--- config.mk ---
export PLATFORM = sky130hd
export DESIGN_NAME = interpolation_part_splitter_core
export DESIGN_NICKNAME = d
export VERILOG_FILES = /design/src/hw/rtl/ips_pkg.sv /design/src/hw/rtl/ips_front.sv /design/src/hw/rtl/ips_queue.sv /design/src/hw/rtl/ips_back.sv /design/src/hw/rtl/interpolation_part_splitter_core.sv
export SDC_FILE = /design/constraint.sdc
export NUM_CORES = 1
export LEC_CHECK = 0
export BUFFER_PORTS_ARGS = -buffer_cell sky130_fd_sc_hd__clkbuf_2
export CORE_ASPECT_RATIO = 0.7
export CORE_MARGIN = 2
export CORE_UTILIZATION = 55
export CTS_CLUSTER_SIZE = 8
export DETAILED_ROUTE_END_ITERATION = 6
export GPL_TIMING_DRIVEN = 1
export PLACE_DENSITY_LB_ADDON = 0.05
export SETUP_SLACK_MARGIN = 0.5
export SYNTH_ARGS = -nofsm -noshare
export SYNTH_HDL_FRONTEND = slang
export SYNTH_HIERARCHICAL = 1
export SYNTH_SLANG_ARGS = --single-unit
--- constraint.sdc ---
create_clock -name aclk -period 5.1 [get_ports aclk]
set_input_delay 1.02 -clock aclk [delete_from_list [all_inputs] [get_ports aclk]]
set_output_delay 1.02 -clock aclk [all_outputs]
set_load 0.005 [all_outputs]
--- src/hw/rtl/ips_pkg.sv ---
package ips_pkg;

    localparam int MAX_LEN     = 4096;
    localparam int POS_W       = 13;
    localparam int QUEUE_DEPTH = 4;
    localparam int QPTR_W      = $clog2(QUEUE_DEPTH);
    localparam int QCNT_W      = $clog2(QUEUE_DEPTH + 1);

    localparam logic [7:0] CH_DOLLAR     = 8'h24;
    localparam logic [7:0] CH_LBRACE     = 8'h7B;
    localparam logic [7:0] CH_RBRACE     = 8'h7D;
    localparam logic [7:0] CH_UNDERSCORE = 8'h5F;
    localparam logic [7:0] CH_DIGIT0     = 8'h30;
    localparam logic [7:0] CH_DIGIT1     = 8'h31;
    localparam logic [7:0] CH_DIGIT9     = 8'h39;
    localparam logic [7:0] CH_UPPER_A    = 8'h41;
    localparam logic [7:0] CH_UPPER_Z    = 8'h5A;
    localparam logic [7:0] CH_LOWER_A    = 8'h61;
    localparam logic [7:0] CH_LOWER_Z    = 8'h7A;

    localparam logic [POS_W-1:0] POS_MAX = POS_W'(MAX_LEN);

    typedef logic [POS_W-1:0] pos_t;

    typedef enum logic [5:0] {
        MODE_IDLE     = 6'b000001,
        MODE_LIT      = 6'b000010,
        MODE_DOLLAR   = 6'b000100,
        MODE_BRACE    = 6'b001000,
        MODE_NAME     = 6'b010000,
        MODE_CAPCLOSE = 6'b100000
    } mode_t;

    typedef struct packed {
        pos_t part_start;
        pos_t part_end;
        logic is_variable;
        logic is_capture;
        logic last_part;
    } part_t;

    // One queue entry: every part found while scanning one byte
    typedef struct packed {
        part_t p0;
        part_t p1;
        logic  has_p1;
    } pair_t;

    typedef struct packed {
        logic empty;
        logic full;
    } q_stat_t;

    function automatic pos_t sat_inc(input pos_t v);
        return (v >= POS_MAX) ? POS_MAX : v + pos_t'(1);
    endfunction

    function automatic logic is_name_byte(input logic [7:0] b);
        return (b >= CH_UPPER_A && b <= CH_UPPER_Z) ||
               (b >= CH_LOWER_A && b <= CH_LOWER_Z) ||
               (b >= CH_DIGIT0 && b <= CH_DIGIT9) || (b == CH_UNDERSCORE);
    endfunction

    function automatic part_t mk_part(input pos_t s, input pos_t e, input logic var_f,
                                      input logic cap_f, input logic last_f);
        part_t p;
        p.part_start  = s;
        p.part_end    = e;
        p.is_variable = var_f;
        p.is_capture  = cap_f;
        p.last_part   = last_f;
        return p;
    endfunction

endpackage

--- src/hw/rtl/ips_front.sv ---
module ips_front (
    input  logic           aclk,
    input  logic           aresetn,
    input  logic [7:0]     text_byte,
    input  logic           end_of_string,
    input  logic           accept,
    output logic           push,
    output ips_pkg::pair_t push_data
);
    import ips_pkg::*;

    mode_t mode_reg, mode_next;
    pos_t  pos_reg, pos_next;
    pos_t  start_reg, start_next;
    logic  brace_reg, brace_next;

    logic  a_v, b_v, sp, fv;
    part_t a_part, b_part;
    pos_t  inc_pos, inc_start;
    logic  eos, is_dollar, is_lbrace, is_rbrace, is_digit, is_name;

    assign eos       = end_of_string;
    assign inc_pos   = sat_inc(pos_reg);
    assign inc_start = sat_inc(start_reg);
    assign is_dollar = (text_byte == CH_DOLLAR);
    assign is_lbrace = (text_byte == CH_LBRACE);
    assign is_rbrace = (text_byte == CH_RBRACE);
    assign is_digit  = (text_byte >= CH_DIGIT1) && (text_byte <= CH_DIGIT9);
    assign is_name   = is_name_byte(text_byte);

    always_comb begin
        a_v        = 1'b0;
        b_v        = 1'b0;
        sp         = 1'b0;
        fv         = 1'b0;
        a_part     = mk_part(pos_reg, pos_reg, 1'b0, 1'b0, 1'b0);
        b_part     = a_part;
        mode_next  = mode_reg;
        start_next = start_reg;
        brace_next = brace_reg;

        unique case (mode_reg)
            MODE_LIT: begin
                if (is_dollar) begin
                    a_v    = 1'b1;
                    a_part = mk_part(start_reg, pos_reg, 1'b0, 1'b0, 1'b0);
                    sp     = 1'b1;
                end else if (eos) begin
                    mode_next = MODE_IDLE;
                    a_v       = 1'b1;
                    a_part    = mk_part(start_reg, inc_pos, 1'b0, 1'b0, 1'b1);
                end
            end
            MODE_DOLLAR: begin
                if (is_lbrace) begin
                    brace_next = 1'b1;
                    if (eos) begin
                        mode_next = MODE_IDLE;
                        a_v       = 1'b1;
                        a_part    = mk_part(inc_pos, inc_pos, 1'b1, 1'b0, 1'b1);
                    end else begin
                        mode_next = MODE_BRACE;
                    end
                end else begin
                    fv = 1'b1;
                end
            end
            MODE_BRACE: begin
                fv = 1'b1;
            end
            MODE_NAME: begin
                if (is_name) begin
                    if (eos) begin
                        mode_next = MODE_IDLE;
                        a_v       = 1'b1;
                        a_part    = mk_part(start_reg, inc_pos, 1'b1, 1'b0, 1'b1);
                    end
                end else if (brace_reg && is_rbrace) begin
                    mode_next = MODE_IDLE;
                    a_v       = 1'b1;
                    a_part    = mk_part(start_reg, pos_reg, 1'b1, 1'b0, eos);
                end else begin
                    a_v    = 1'b1;
                    a_part = mk_part(start_reg, pos_reg, 1'b1, 1'b0, 1'b0);
                    sp     = 1'b1;
                end
            end
            MODE_CAPCLOSE: begin
                if (is_rbrace) begin
                    mode_next = MODE_IDLE;
                    a_v       = 1'b1;
                    a_part    = mk_part(start_reg, inc_start, 1'b1, 1'b1, eos);
                end else begin
                    a_v    = 1'b1;
                    a_part = mk_part(start_reg, inc_start, 1'b1, 1'b1, 1'b0);
                    sp     = 1'b1;
                end
            end
            default: begin
                sp = 1'b1;
            end
        endcase

        // first byte after '$' or '${'
        if (fv) begin
            if (is_digit) begin
                start_next = pos_reg;
                if (brace_reg && !eos) begin
                    mode_next = MODE_CAPCLOSE;
                end else begin
                    mode_next = MODE_IDLE;
                    a_v       = 1'b1;
                    a_part    = mk_part(pos_reg, inc_pos, 1'b1, 1'b1, eos);
                end
            end else if (is_name) begin
                start_next = pos_reg;
                if (eos) begin
                    mode_next = MODE_IDLE;
                    a_v       = 1'b1;
                    a_part    = mk_part(pos_reg, inc_pos, 1'b1, 1'b0, 1'b1);
                end else begin
                    mode_next = MODE_NAME;
                end
            end else if (brace_reg && is_rbrace) begin
                mode_next = MODE_IDLE;
                a_v       = 1'b1;
                a_part    = mk_part(pos_reg, pos_reg, 1'b1, 1'b0, eos);
            end else begin
                // empty name: this byte opens the next part
                a_v    = 1'b1;
                a_part = mk_part(pos_reg, pos_reg, 1'b1, 1'b0, 1'b0);
                sp     = 1'b1;
            end
        end

        // current byte opens a new part
        if (sp) begin
            if (is_dollar) begin
                brace_next = 1'b0;
                if (eos) begin
                    mode_next = MODE_IDLE;
                    b_v       = 1'b1;
                    b_part    = mk_part(inc_pos, inc_pos, 1'b1, 1'b0, 1'b1);
                end else begin
                    mode_next = MODE_DOLLAR;
                end
            end else begin
                start_next = pos_reg;
                if (eos) begin
                    mode_next = MODE_IDLE;
                    b_v       = 1'b1;
                    b_part    = mk_part(pos_reg, inc_pos, 1'b0, 1'b0, 1'b1);
                end else begin
                    mode_next = MODE_LIT;
                end
            end
        end

        if (eos) begin
            mode_next  = MODE_IDLE;
            pos_next   = '0;
            start_next = '0;
            brace_next = 1'b0;
        end else begin
            pos_next = inc_pos;
        end
    end

    always_comb begin
        push_data.p0     = a_v ? a_part : b_part;
        push_data.p1     = b_part;
        push_data.has_p1 = a_v && b_v;
        push             = accept && (a_v || b_v);
    end

    always_ff @(posedge aclk) begin
        if (!aresetn) begin
            mode_reg  <= MODE_IDLE;
            pos_reg   <= '0;
            start_reg <= '0;
            brace_reg <= 1'b0;
        end else if (accept) begin
            mode_reg  <= mode_next;
            pos_reg   <= pos_next;
            start_reg <= start_next;
            brace_reg <= brace_next;
        end
    end

endmodule

--- src/hw/rtl/ips_queue.sv ---
module ips_queue (
    input  logic             aclk,
    input  logic             aresetn,
    input  logic             push,
    input  ips_pkg::pair_t   push_data,
    input  logic             pop,
    output ips_pkg::pair_t   pop_data,
    output ips_pkg::q_stat_t stat
);
    import ips_pkg::*;

    pair_t              entry_reg [QUEUE_DEPTH];
    logic [QPTR_W-1:0]  wr_ptr_reg, rd_ptr_reg;
    logic [QCNT_W-1:0]  count_reg, count_next;

    assign stat.empty = (count_reg == '0);
    assign stat.full  = (count_reg == QCNT_W'(QUEUE_DEPTH));
    assign pop_data   = entry_reg[rd_ptr_reg];

    always_comb begin
        count_next = count_reg;
        if (push && !pop) begin
            count_next = count_reg + QCNT_W'(1);
        end else if (pop && !push) begin
            count_next = count_reg - QCNT_W'(1);
        end
    end

    always_ff @(posedge aclk) begin
        if (!aresetn) begin
            wr_ptr_reg <= '0;
            rd_ptr_reg <= '0;
            count_reg  <= '0;
        end else begin
            count_reg <= count_next;
            if (push) begin
                wr_ptr_reg <= wr_ptr_reg + QPTR_W'(1);
            end
            if (pop) begin
                rd_ptr_reg <= rd_ptr_reg + QPTR_W'(1);
            end
        end
    end

    always_ff @(posedge aclk) begin
        if (push) begin
            entry_reg[wr_ptr_reg] <= push_data;
        end
    end

endmodule

--- src/hw/rtl/ips_back.sv ---
module ips_back (
    input  logic             aclk,
    input  logic             aresetn,
    input  ips_pkg::pair_t   pop_data,
    input  ips_pkg::q_stat_t q_stat,
    output logic             pop,
    output ips_pkg::part_t   out_part,
    output logic             out_valid,
    input  logic             out_ready
);
    import ips_pkg::*;

    part_t out_reg, pend_reg;
    logic  out_valid_reg, pend_valid_reg;
    logic  out_free;

    assign out_free  = !out_valid_reg || out_ready;
    assign pop       = out_free && !pend_valid_reg && !q_stat.empty;
    assign out_part  = out_reg;
    assign out_valid = out_valid_reg;

    always_ff @(posedge aclk) begin
        if (!aresetn) begin
            out_valid_reg  <= 1'b0;
            pend_valid_reg <= 1'b0;
        end else if (out_free) begin
            if (pend_valid_reg) begin
                out_valid_reg  <= 1'b1;
                pend_valid_reg <= 1'b0;
            end else if (!q_stat.empty) begin
                out_valid_reg  <= 1'b1;
                pend_valid_reg <= pop_data.has_p1;
            end else begin
                out_valid_reg <= 1'b0;
            end
        end
    end

    // hold the second part of a pair until the first is taken
    always_ff @(posedge aclk) begin
        if (out_free) begin
            if (pend_valid_reg) begin
                out_reg <= pend_reg;
            end else if (!q_stat.empty) begin
                out_reg  <= pop_data.p0;
                pend_reg <= pop_data.p1;
            end
        end
    end

endmodule

--- src/hw/rtl/interpolation_part_splitter_core.sv ---
// Interpolation part splitter.
// s_ channel: one string byte per transaction; s_tdata[7:0] is the byte and
//   s_tlast marks the final byte of the string.
// m_ channel: one part per transaction; m_tdata holds the start and end
//   offsets, m_tuser the variable and capture flags, m_tlast the final part.
// Each byte yields zero, one or two parts. A byte is taken every cycle while
// the four-entry part queue between the scanner and the output stage has
// room. A part passes from the byte that completes it through the queue and
// the output register to m_; two parts from one byte leave in order, and the
// output stage sends one part per cycle at most, while m_tready is high.
// Offsets count from the first byte of the string and saturate at 4096.
// When m_tready is low, parts collect in the queue; once it is full,
// s_tready falls and input stalls with no part lost.
// Reset (aresetn low, synchronous) empties the queue and the output stage
// and restarts scanning at offset zero; after s_tlast the scanner also
// restarts at offset zero.
module interpolation_part_splitter_core (
    input  logic        aclk,
    input  logic        aresetn,
    input  logic [7:0]  s_tdata,   // [7:0] text_byte
    input  logic        s_tlast,
    input  logic        s_tvalid,
    output logic        s_tready,
    output logic [31:0] m_tdata,   // [12:0] part_start, [25:13] part_end, zero fill
    output logic [1:0]  m_tuser,   // [0] is_variable, [1] is_capture
    output logic        m_tlast,
    output logic        m_tvalid,
    input  logic        m_tready
);
    import ips_pkg::*;

    logic    accept;
    logic    q_push, q_pop;
    pair_t   q_wdata, q_rdata;
    q_stat_t q_stat;
    part_t   out_part;

    assign s_tready = !q_stat.full;
    assign accept   = s_tvalid && s_tready;

    ips_front u_front (
        .aclk          (aclk),
        .aresetn       (aresetn),
        .text_byte     (s_tdata),
        .end_of_string (s_tlast),
        .accept        (accept),
        .push          (q_push),
        .push_data     (q_wdata)
    );

    ips_queue u_queue (
        .aclk      (aclk),
        .aresetn   (aresetn),
        .push      (q_push),
        .push_data (q_wdata),
        .pop       (q_pop),
        .pop_data  (q_rdata),
        .stat      (q_stat)
    );

    ips_back u_back (
        .aclk      (aclk),
        .aresetn   (aresetn),
        .pop_data  (q_rdata),
        .q_stat    (q_stat),
        .pop       (q_pop),
        .out_part  (out_part),
        .out_valid (m_tvalid),
        .out_ready (m_tready)
    );

    assign m_tdata = {6'd0, out_part.part_end, out_part.part_start};
    assign m_tuser = {out_part.is_capture, out_part.is_variable};
    assign m_tlast = out_part.last_part;

`ifndef ASSERT_OFF
    a_no_push_when_full: assert property (@(posedge aclk) disable iff (!aresetn)
        q_push |-> !q_stat.full)
        else $error("part queue written while full");

    a_no_pop_when_empty: assert property (@(posedge aclk) disable iff (!aresetn)
        q_pop |-> !q_stat.empty)
        else $error("part queue read while empty");

    a_last_byte_emits: assert property (@(posedge aclk) disable iff (!aresetn)
        (s_tvalid && s_tready && s_tlast) |-> q_push)
        else $error("final byte produced no part");

    a_last_part_alone: assert property (@(posedge aclk) disable iff (!aresetn)
        (q_push && q_wdata.p0.last_part) |-> !q_wdata.has_p1)
        else $error("part follows the final part");
`endif

endmodule

After elaboration in Yosys (flattened, before gate mapping)
Memories as Yosys holds them, arrays and structs flattened. A register that Yosys moved wholly into a read port is not among the register bits.
Index checks and enable logic that the tools add are counted.

storage, ports and cells
  register bits after elaboration = 100
  memory bits (writable) = 236
  bits of input ports = 13
  output and inout port bits = 37
  logic and storage cells = 158
  memories = 1

cells by class
  add/sub/neg operators = 6
  order comparisons = 9
  eq/ne operators = 11
  mux-type cells = 80
  bitwise logic cells = 2
  reduce and logical (&&, ||, !) cells = 30

memory list
  name               words  bits a word  rd ports  clocked after memory_dff  wr ports  line             RTL
  u_queue.entry_reg  4      59           1         1                         1         ips_queue.sv:12  pair_t entry_reg [QUEUE_DEPTH];

operators with widths
  cell                     number
  $mux W29                 16
  $mux W13                 9
  $pmux W29 S4             1
  $mux W6                  11
  $mux W1                  33
  $add A13 B1 Y13 const B  2
  $ge A13 B13 Y1 const B   2
  $eq A8 B7 Y1 const B     3
  $pmux W6 S3              1
  $ge A8 B6 Y1 const B     2
  $ge A8 B7 Y1 const B     2
  $le A8 B7 Y1 const B     2
  $mux W16                 1
  $logic_and A1 B1 Y1      13
  $mux W3                  3
  $eq A8 B6 Y1 const B     1
  $le A8 B6 Y1 const B     1
  $pmux W1 S4              2
  $logic_not A1 Y1         7
  $eq A6 B2 Y1 const B     1
  $eq A6 B3 Y1 const B     1
  $eq A6 B4 Y1 const B     1
  $eq A6 B5 Y1 const B     1
  $eq A6 B6 Y1 const B     1
  14 further kinds         21

Logic depth before layout (Yosys ltp)
Gate-level depths: netlist of the first run.

  depth in word-level cells = 18
  mapped depth = 16
  mapped depth without buffers = 12

By module
Netlist of the first run, hierarchy kept.

modules (own cells, without submodules)
  module                            times used  cells each  area an instance (um^2)  seq. area each (um^2)
  ips_queue                         1           352         8972.4                   7267.0
  ips_front                         1           596         4202.8                   660.6
  ips_back                          1           103         2219.6                   1781.7
  interpolation_part_splitter_core  1           9           58.8                     0.0

Worst setup path after synthesis of the first run
OpenSTA, ideal clock, no wires.

  kind = input port to flip-flop
  start point = input s_tdata[4]
  end point = memory u_queue/entry_reg[0][0] (netlist bit), enable pin
  library setup time = 0.423 ns
  arrival time = 4.600 ns
  required time = 4.677 ns
  path slack = 0.077 ns
  stages = 11
  path through = buf_6 -> or4_4 -> or2_1 -> buf_2 -> a21oi_2 -> nor3_1 -> and2_1 -> buf_6 -> buf_6 -> a21boi_0 -> and2_1

between the ends
  longest elaborated chain between the ends = 16

RTL lines
  what                                           line                                    RTL
  start, declared                                interpolation_part_splitter_core.sv:20  input logic [7:0] s_tdata,
  $ge A8 B7 Y1, or another cell as far along     ips_pkg.sv:59                           return (b >= CH_UPPER_A && b <= CH_UPPER_Z) ||
  $logic_and A1 B1 Y1, on equally long branches  ips_pkg.sv:59, ips_pkg.sv:60
  $logic_or A1 B1 Y1                             ips_pkg.sv:59
  $logic_or A1 B1 Y1                             ips_pkg.sv:60                           (b >= CH_LOWER_A && b <= CH_LOWER_Z) ||
  $logic_or A1 B1 Y1                             ips_pkg.sv:61                           (b >= CH_DIGIT0 && b <= CH_DIGIT9) || (b == CH_UNDERSCORE);
  $mux W1                                        ips_front.sv:72                         if (is_name) begin
  $pmux W1 S4                                    ips_front.sv:42                         unique case (mode_reg)
  $mux W1                                        ips_front.sv:124                        end else if (brace_reg && is_rbrace) begin
  $mux W1                                        ips_front.sv:115                        end else if (is_name) begin
  $mux W1                                        ips_front.sv:106                        if (is_digit) begin
  $mux W1                                        ips_front.sv:105                        if (fv) begin
  $mux W1                                        ips_front.sv:137                        if (sp) begin
  $logic_or A1 B1 Y1 (*)                         ips_front.sv:173                        push = accept && (a_v || b_v);
  $logic_and A1 B1 Y1 (*)                        ips_front.sv:173
  via q_push                                     interpolation_part_splitter_core.sv:33  logic q_push, q_pop;
  $mux W1 (*)                                    ips_queue.sv:46                         if (push) begin
  $mux W1 (implied by the code) (*)              ips_queue.sv:47                         entry_reg[wr_ptr_reg] <= push_data;
  end, declared                                  ips_queue.sv:12

Mark *: on every way through the listed nets, which the timed path passes. The rest lies on a longest branch.

Worst setup path after layout of the first run
  start point = input s_tdata[0]
  end point = register u_queue.count_reg[2]

between the ends
  longest elaborated chain between the ends = 17

RTL lines
  what                                           line                                    RTL
  $ge A8 B7 Y1, or another cell as far along     ips_pkg.sv:59
  $logic_and A1 B1 Y1, on equally long branches  ips_pkg.sv:59, ips_pkg.sv:60
  $logic_or A1 B1 Y1                             ips_pkg.sv:59
  $logic_or A1 B1 Y1                             ips_pkg.sv:60
  $logic_or A1 B1 Y1                             ips_pkg.sv:61
  $mux W1                                        ips_front.sv:72
  $pmux W1 S4                                    ips_front.sv:42
  $mux W1                                        ips_front.sv:124
  [... 2 more ...]                               -
  $mux W1                                        ips_front.sv:105
  $mux W1                                        ips_front.sv:137
  $logic_or A1 B1 Y1 (*)                         ips_front.sv:173
  $logic_and A1 B1 Y1 (*)                        ips_front.sv:173
  via q_push                                     interpolation_part_splitter_core.sv:33
  $logic_not A1 Y1                               ips_queue.sv:24                         end else if (pop && !push) begin
  $logic_and A1 B1 Y1                            ips_queue.sv:24
  $reduce_bool A2 Y1 (no line)                   -
  end signal, assigned                           ips_queue.sv:35                         count_reg <= count_next;
  end, declared                                  ips_queue.sv:14                         logic [QCNT_W-1:0] count_reg, count_next;

Marks and branches as above.
A chain may end at the register's enable or synchronous reset.

==> results by group, run 1 <==
Outcome
  – Outcome: completed

Finish
  – Filler instances: 2,062
  – Post-Route Utilization: 62.75%
  – Layout cells sized above 1: 22.63%
  – Reg area: 9716 um^2
  – Footprint of the multi-input gates: 5189 um^2
  – Layout Nets: 1,127
  – Final cell count without fillers: 1,511
  – P&R area growth vs syn: 12.44%
  – N_diodes: 0
  – Largest register FFs: 236

Worst setup path
  – Arrival time at the worst endpoint: 4310 ps
  – Worst Path Class, Setup: in -> reg
  – CP startpoint kind: input pin
  – Crit-path max FO: 13
  – Slowest stage cell, crit path: or4_1
  – Cell mode on critical path: a21boi_0
  – Total stage count of the critical path: 14
  – R2r worst-path depth: 13
  – Critical path required time: 5570 ps
  – Crit path cell chain: clkbuf_2 > or4_1 > o21ai_2 > o21a_2 > a311o_2 > nand2_2 > a21boi_0 > buf_4 > ha_1 > inv_1 > fa_1 > xor2_1 > or3_1 > a21boi_0
  – Crit-path leading delay family: compound AO/OA/AOI/OAI gates
  – Slack of the worst reg-to-reg path: 1340 ps
  – Max incr delay on CP: 640 ps
  – CP Buf/Inv Count: 3
  – Setup crit end kind: flip-flop

STA
  – Final setup fails: 0
  – Final slew viol count: 0
  – Final Cycle Share: 75.25%
  – Least-Margin Pin Slew: 1128 ps
  – Crit path time final: 3838 ps
  – Post-route clock skew: 16.96 ps
  – Endpoints failing hold: 0
  – RSZ-0062 raised after global routing: false
  – Setup_tns: 0 ps
  – Max Clk Rate: 260.6 MHz
  – Worst slew margin: 24.78%

Synth
  – Post-Synthesis Cells: 1,060
  – Distinct cell type count after synthesis: 91
  – Synthesized area: 15,450 um^2
  – Seq/Total Area, Yosys: 62.83%
  – Async set-or-reset flop fraction in the synthesized netlist: 0%
  – Synth Flop Type: edfxtp_1
  – Mean Syn Cell Area: 14.58 um^2
  – EDFF count, synth: 294
  – #FFs+latches synth: 338
  – Yosys warning count: 6

Global routing
  – Met3 Usage GRT: 6.151%
  – M2 GR Usage: 38.27%
  – Overall Global Routing Usage: 26.66%
  – Largest net degree at the start of global routing: 55
  – M1 GR Usage: 41.53%
  – First-pass GRT wire length: 58.36 mm
  – GRT overflow: 0
  – Most Used Layer, Global Route: met1
  – Initial antenna violation count: 0
  – Vias in the first global route: 9,276

Route
  – Antenna-violating nets left: 0
  – Routed len/inst: 25.04 um
  – Via/cell ratio: 6.338
  – Routed WL: 37.83 mm
  – Drt initial violations: 1,348
  – DRT Pass-1 Iters: 6
  – Drt drc: 0
  – Via count: 9,576

Clocking
  – Total CTS buffers: 48
  – CTS Sinks: 338
  – CTS tree: yes
  – Clk_lat worst skew: 550 ps
  – Hold_buf cts: 0
  – H-tree levels: 2
  – Number of buffers added for setup after CTS: 0
  – Clk slew on worst S/H paths: 60 ps
  – CTS resizes: 0
  – CTS max path bufs: 3
  – Clock Tree Root: clkbuf_16

Pwr
  – Total power draw: 8.004 mW
  – P per Cell Area: 460.6 nW/um^2
  – Leak Pwr: 5.912 nW
  – Peak VDD IR: 0.0003483 V

Floorplan
  – Num rows: 51
  – Die W: 204.3 um
  – I/O Pins: 50
  – Die area: 29,480 um^2
  – Effective utilization at floorplan: 55.80%
  – Die Ht: 144.2 um
  – Core area: 27,690 um^2

Flow run
  – MaxCap Viol Count: 0

Placed design
  – Post-DP HPWL: 24.76 mm
  – I/O Buffers: 43
  – DP Cell Count: 1,425
  – GPL Wtd Cong: 1.005

Hold path
  – Hold Path Cell Cnt: 2
  – Worst min path class: reg -> reg
-- worst paths after layout --
| kind | from | end |
|---|---|---|
| max | s_tdata[0] | u_queue/count_reg[2] |
| min | u_queue/count_reg[2] | u_queue/count_reg[2] |
| max reg2reg | u_front/mode_reg[5] | u_queue/count_reg[2] |
| min reg2reg | u_queue/count_reg[2] | u_queue/count_reg[2] |
-- synthesized netlist by cell type (6+ instances only) --
| library cell | n | share of area [%] |
|---|---|---|
| edfxtp_1 | 294 | 57 |
| mux4_2 | 59 | 8.6 |
| nand2_1 | 59 | 1.4 |
| nor2_1 | 53 | 1.3 |
| dfxtp_1 | 44 | 5.7 |
| mux2_2 | 39 | 2.8 |
| o21ai_0 | 39 | 1.3 |
| a21oi_1 | 35 | 1.1 |
| clkbuf_1 | 32 | 0.78 |
| inv_1 | 30 | 0.73 |
| and2_1 | 27 | 1.1 |
| nor2b_1 | 24 | 0.97 |
| nand3_1 | 19 | 0.62 |
| a22o_1 | 18 | 1.0 |
| buf_2 | 17 | 0.55 |
| buf_4 | 14 | 0.68 |
| nor3_1 | 14 | 0.45 |
| o22ai_1 | 14 | 0.57 |
| xnor2_1 | 13 | 0.74 |
| mux2i_1 | 12 | 0.78 |
| buf_6 | 11 | 0.80 |
| nand4_1 | 11 | 0.45 |
| ha_1 | 9 | 0.73 |
| a221oi_1 | 8 | 0.45 |
| and3_1 | 8 | 0.32 |
| o221ai_1 | 8 | 0.45 |
| xor2_1 | 8 | 0.45 |
| a22oi_1 | 7 | 0.34 |
| a221oi_2 | 6 | 0.58 |
| a31oi_1 | 6 | 0.24 |
| o211ai_1 | 6 | 0.29 |
| o21a_1 | 6 | 0.29 |
-- routing by layer --
metal	vias up	part of all wire [%]
li1	4256	-
met1	4774	46
met2	479	42
met3	65	9.6
met4	2	1.8
met5	-	0.13
-- report_power, final --
group	internal [mW]	switching, mW
Combinational	0.640	0.744
Clock	1.79	1.10
Sequential	3.53	0.202
-- stage by stage --
| step | setup slack (ps) | cell area [um^2] | hold WS [ps] |
|---|---|---|---|
| after floorplan | 670.7 | 15480 | 472.4 |
| after global routing | 1127 | 17380 | 573.6 |
| after detailed placement | 771.0 | 15970 | 513.3 |
| after CTS | 1351 | 17380 | 523.4 |
| after global placement | 847.4 | 15970 | 498.6 |
| final | 1262 | 17380 | 525.2 |
-- placed cells by master (no fill, tap or decap), types with 30 or more instances in the layout --
cell type and instances:
edfxtp_1 294, nand2_1 59, mux4_2 59, nor2_1 53, clkbuf_16 49, clkbuf_2 43
dfxtp_1 41, mux2_2 39, o21ai_0 39, clkbuf_1 34, a21oi_1 34, inv_1 30
-- tightest hold or removal path: stages (launching register included) --
cell	delay, ps
dfxtp_1	320
o21ai_0	70
a21boi_0	80
-- kinds of logic after synthesis --
logic type                 count (synthesis)  synth area share, %
and+or+nand+nor                          251                8.542
other                                      2              0.04860
AOI/OAI and AO/OA                        218                10.35
xor gates and xnor gates                  21                1.190
buffers and inverters                    109                3.870
adders and majority gates                 10               0.8582
muxes                                    111                12.31
DFF                                      338                62.83
-- area by class of cell --
cell class / instances / share of cell area [%]
flip-flops and latches: 338 / 55.91
inverters: 31 / 0.6696
repair buffers: 67 / 2.779
clock inverters: 3 / 0.3168
clock buffers: 83 / 7.791
well taps: 371 / 2.671
multi-input cells: 618 / 29.86
Power figures use the tool's default switching activity.
==> run 2: changes to the inputs <==
clock period = 3.2 ns   (was 5.1 ns; I/O delays follow)
==> run 2 against run 1 <==
  * Cell count rose by 11%
  * Count of clock-buffer cells in the layout rose by 4
  * Critical endpoint unchanged
  * Non-clock buffer count rose by 164
==> results by group, run 2 (synthesis results as in run 1) <==
Outcome
  – Outcome: completed

STA
  – Least-Margin Pin Slew: 726.3 ps
  – Post-route clock skew: 12.15 ps
  – Final Cycle Share: 87.89%
  – RSZ-0062 raised after global routing: true
  – Crit path time final: 2813 ps
  – Worst slew margin: 51.52%
  – Max Clk Rate: 355.5 MHz
  – Endpoints failing hold: 0
  – Final setup fails: 0
  – Final slew viol count: 0
  – WHS: 390.1 ps

Pwr
  – P per Cell Area: 686.4 nW/um^2
  – Sequential fraction of design power: 44.5%
  – Internal: 9.733 mW
  – Clock power frac: 35.7%
  – Total power draw: 13.19 mW
  – Combinational share of power: 19.8%
  – Sw Pwr: 3.459 mW
  – Leak Pwr: 6.910 nW
  – Peak VDD IR: 0.0005926 V
  – Net Sw Frac: 26.22%

Route
  – Via count: 10,440
  – DRT Pass-1 Iters: 6
  – Drt drc: 0
  – Drt initial violations: 1,378
  – Routed len/inst: 25.87 um
  – Routed WL: 43.48 mm
  – Via/cell ratio: 6.212
  – Antenna-violating nets left: 0

Floorplan
  – Die W: 204.3 um
  – Core area: 27,690 um^2
  – Effective utilization at floorplan: 55.80%
  – I/O Pins: 50
  – Die Ht: 144.2 um
  – Num rows: 51
  – Die area: 29,480 um^2

Finish
  – Layout cells sized above 1: 36.11%
  – Layout Nets: 1,293
  – Most common cell after layout, fill and taps aside: edfxtp_1
  – Most frequent cells in the layout: edfxtp_1 (294), buf_4 (153), clkbuf_16 (60), mux4_2 (59), nand2_1 (55)
  – P&R area growth vs syn: 24.37%
  – N_diodes: 0
  – Largest register FFs: 236
  – Filler instances: 1,918
  – Post-Route Utilization: 69.40%
  – Final Cell Area: 19,220 um^2

Worst setup path
  – Worst Setup SP: u_front/mode_reg[4]
  – CP startpoint kind: flip-flop
  – Setup crit end kind: flip-flop
  – R2r startpoint: u_front/mode_reg[4]
  – Critical path required time: 3690 ps
  – Slowest stage cell, crit path: dfxtp_4
  – Worst Path Class, Setup: reg -> reg
  – Max incr delay on CP: 360 ps
  – Crit path cell chain: nor4_4 > nand2_2 > o211ai_1 > a311o_2 > nand2_4 > a21boi_4 > ha_4 > inv_2 > fa_2 > xor2_1 > or3_1 > a21boi_1
  – Arrival time at the worst endpoint: 3300 ps
  – Crit-path max FO: 4

Global routing
  – Largest net degree at the start of global routing: 60
  – GRT overflow: 0
  – Initial antenna violation count: 0
  – Vias in the first global route: 9,894
  – Overall Global Routing Usage: 28.63%
  – First-pass GRT wire length: 62.18 mm

Clocking
  – Total CTS buffers: 48
  – CTS tree: yes
  – Clock Tree Root: clkbuf_16
  – CTS Sinks: 338
  – H-tree levels: 2
  – Clk_lat worst skew: 560 ps
  – CTS max path bufs: 3
  – Clk slew on worst S/H paths: 50 ps

Placed design
  – Post-DP HPWL: 27.80 mm
  – GPL Wtd Cong: 1.018
  – Post-DP Area: 17,170 um^2
  – I/O Buffers: 43

Hold path
  – Worst min path class: in -> reg
  – Hold Crit Start: m_tready

Flow run
  – MaxCap Viol Count: 0
-- run 2: cell count changes in the layout (fill, tap and decap cells not counted), sizes merged --
cell	delta
buf	+153
clkbuf	+15
and2	+2
-- run 2: critical path: cells and delay by family (launching register included) --
kind | cells | cell delay, ps
adders and majority gates | 2 | 500
AOI/OAI and AO/OA | 4 | 810
xor gates and xnor gates | 1 | 150
and+or+nand+nor | 4 | 900
DFF | 1 | 360
buffers and inverters | 1 | 40
-- run 2: final cells by class --
type / instances / area, um^2 / share of cell area, %
well taps: 371 / 464.2 / 2.415
clock buffers: 87 / 1379 / 7.174
multi-input cells: 620 / 5425 / 28.23
inverters: 31 / 116.4 / 0.6054
clock inverters: 3 / 51.30 / 0.2669
repair buffers: 231 / 2051 / 10.67
flip-flops and latches: 338 / 9733 / 50.64
-- run 2: metrics by stage --
step / worst slack, ps / setup TNS, ps / cells
2_1_floorplan: -322.3 / -25430 / 1065
3_3_place_gp: -123.4 / -684.3 / 1565
3_5_place_dp: -188.4 / -1585 / 1565
4_1_cts: 426.7 / 0 / 1661
5_1_grt: 306.2 / 0 / 1681
6_report: 387.4 / 0 / 1681
-- run 2: worst paths after layout --
check / endpoint / slack (ps) / cells past startpoint
setup / recovery: u_queue/count_reg[2] / 390 / 12
hold / removal: u_back/pend_valid_reg / 390 / 3
setup reg to reg: u_queue/count_reg[2] / 390 / 12
hold reg to reg: u_queue/count_reg[2] / 510 / 2
-- run 2: per-layer routing --
| metal | global-route usage (%) | vias up | routed length, um |
|---|---|---|---|
| met5 | 0 | - | 0 |
| met4 | 6.293 | 0 | 740 |
| met3 | 7.571 | 59 | 4708 |
| met2 | 40.45 | 581 | 19040 |
| met1 | 44.36 | 5204 | 18990 |
| li1 | - | 4598 | - |
-- run 2: repair_timing --
item                       CTS  global route
gates cloned                 0            16
pin swaps                    7             4
hold buffers                 0             0
resized for setup           27            34
setup buffers                6             4
setup endpoints to repair  376           324
-- run 2: power groups by stage --
stage / sequential, mW / combinational [mW] / clock, mW
2_1_floorplan: 5.86 / 1.67 / 0
5_1_grt: 5.94 / 2.80 / 4.97
4_1_cts: 5.87 / 2.57 / 4.76
3_3_place_gp: 5.92 / 2.50 / 0
3_5_place_dp: 5.94 / 2.54 / 0
6_report: 5.87 / 2.61 / 4.71
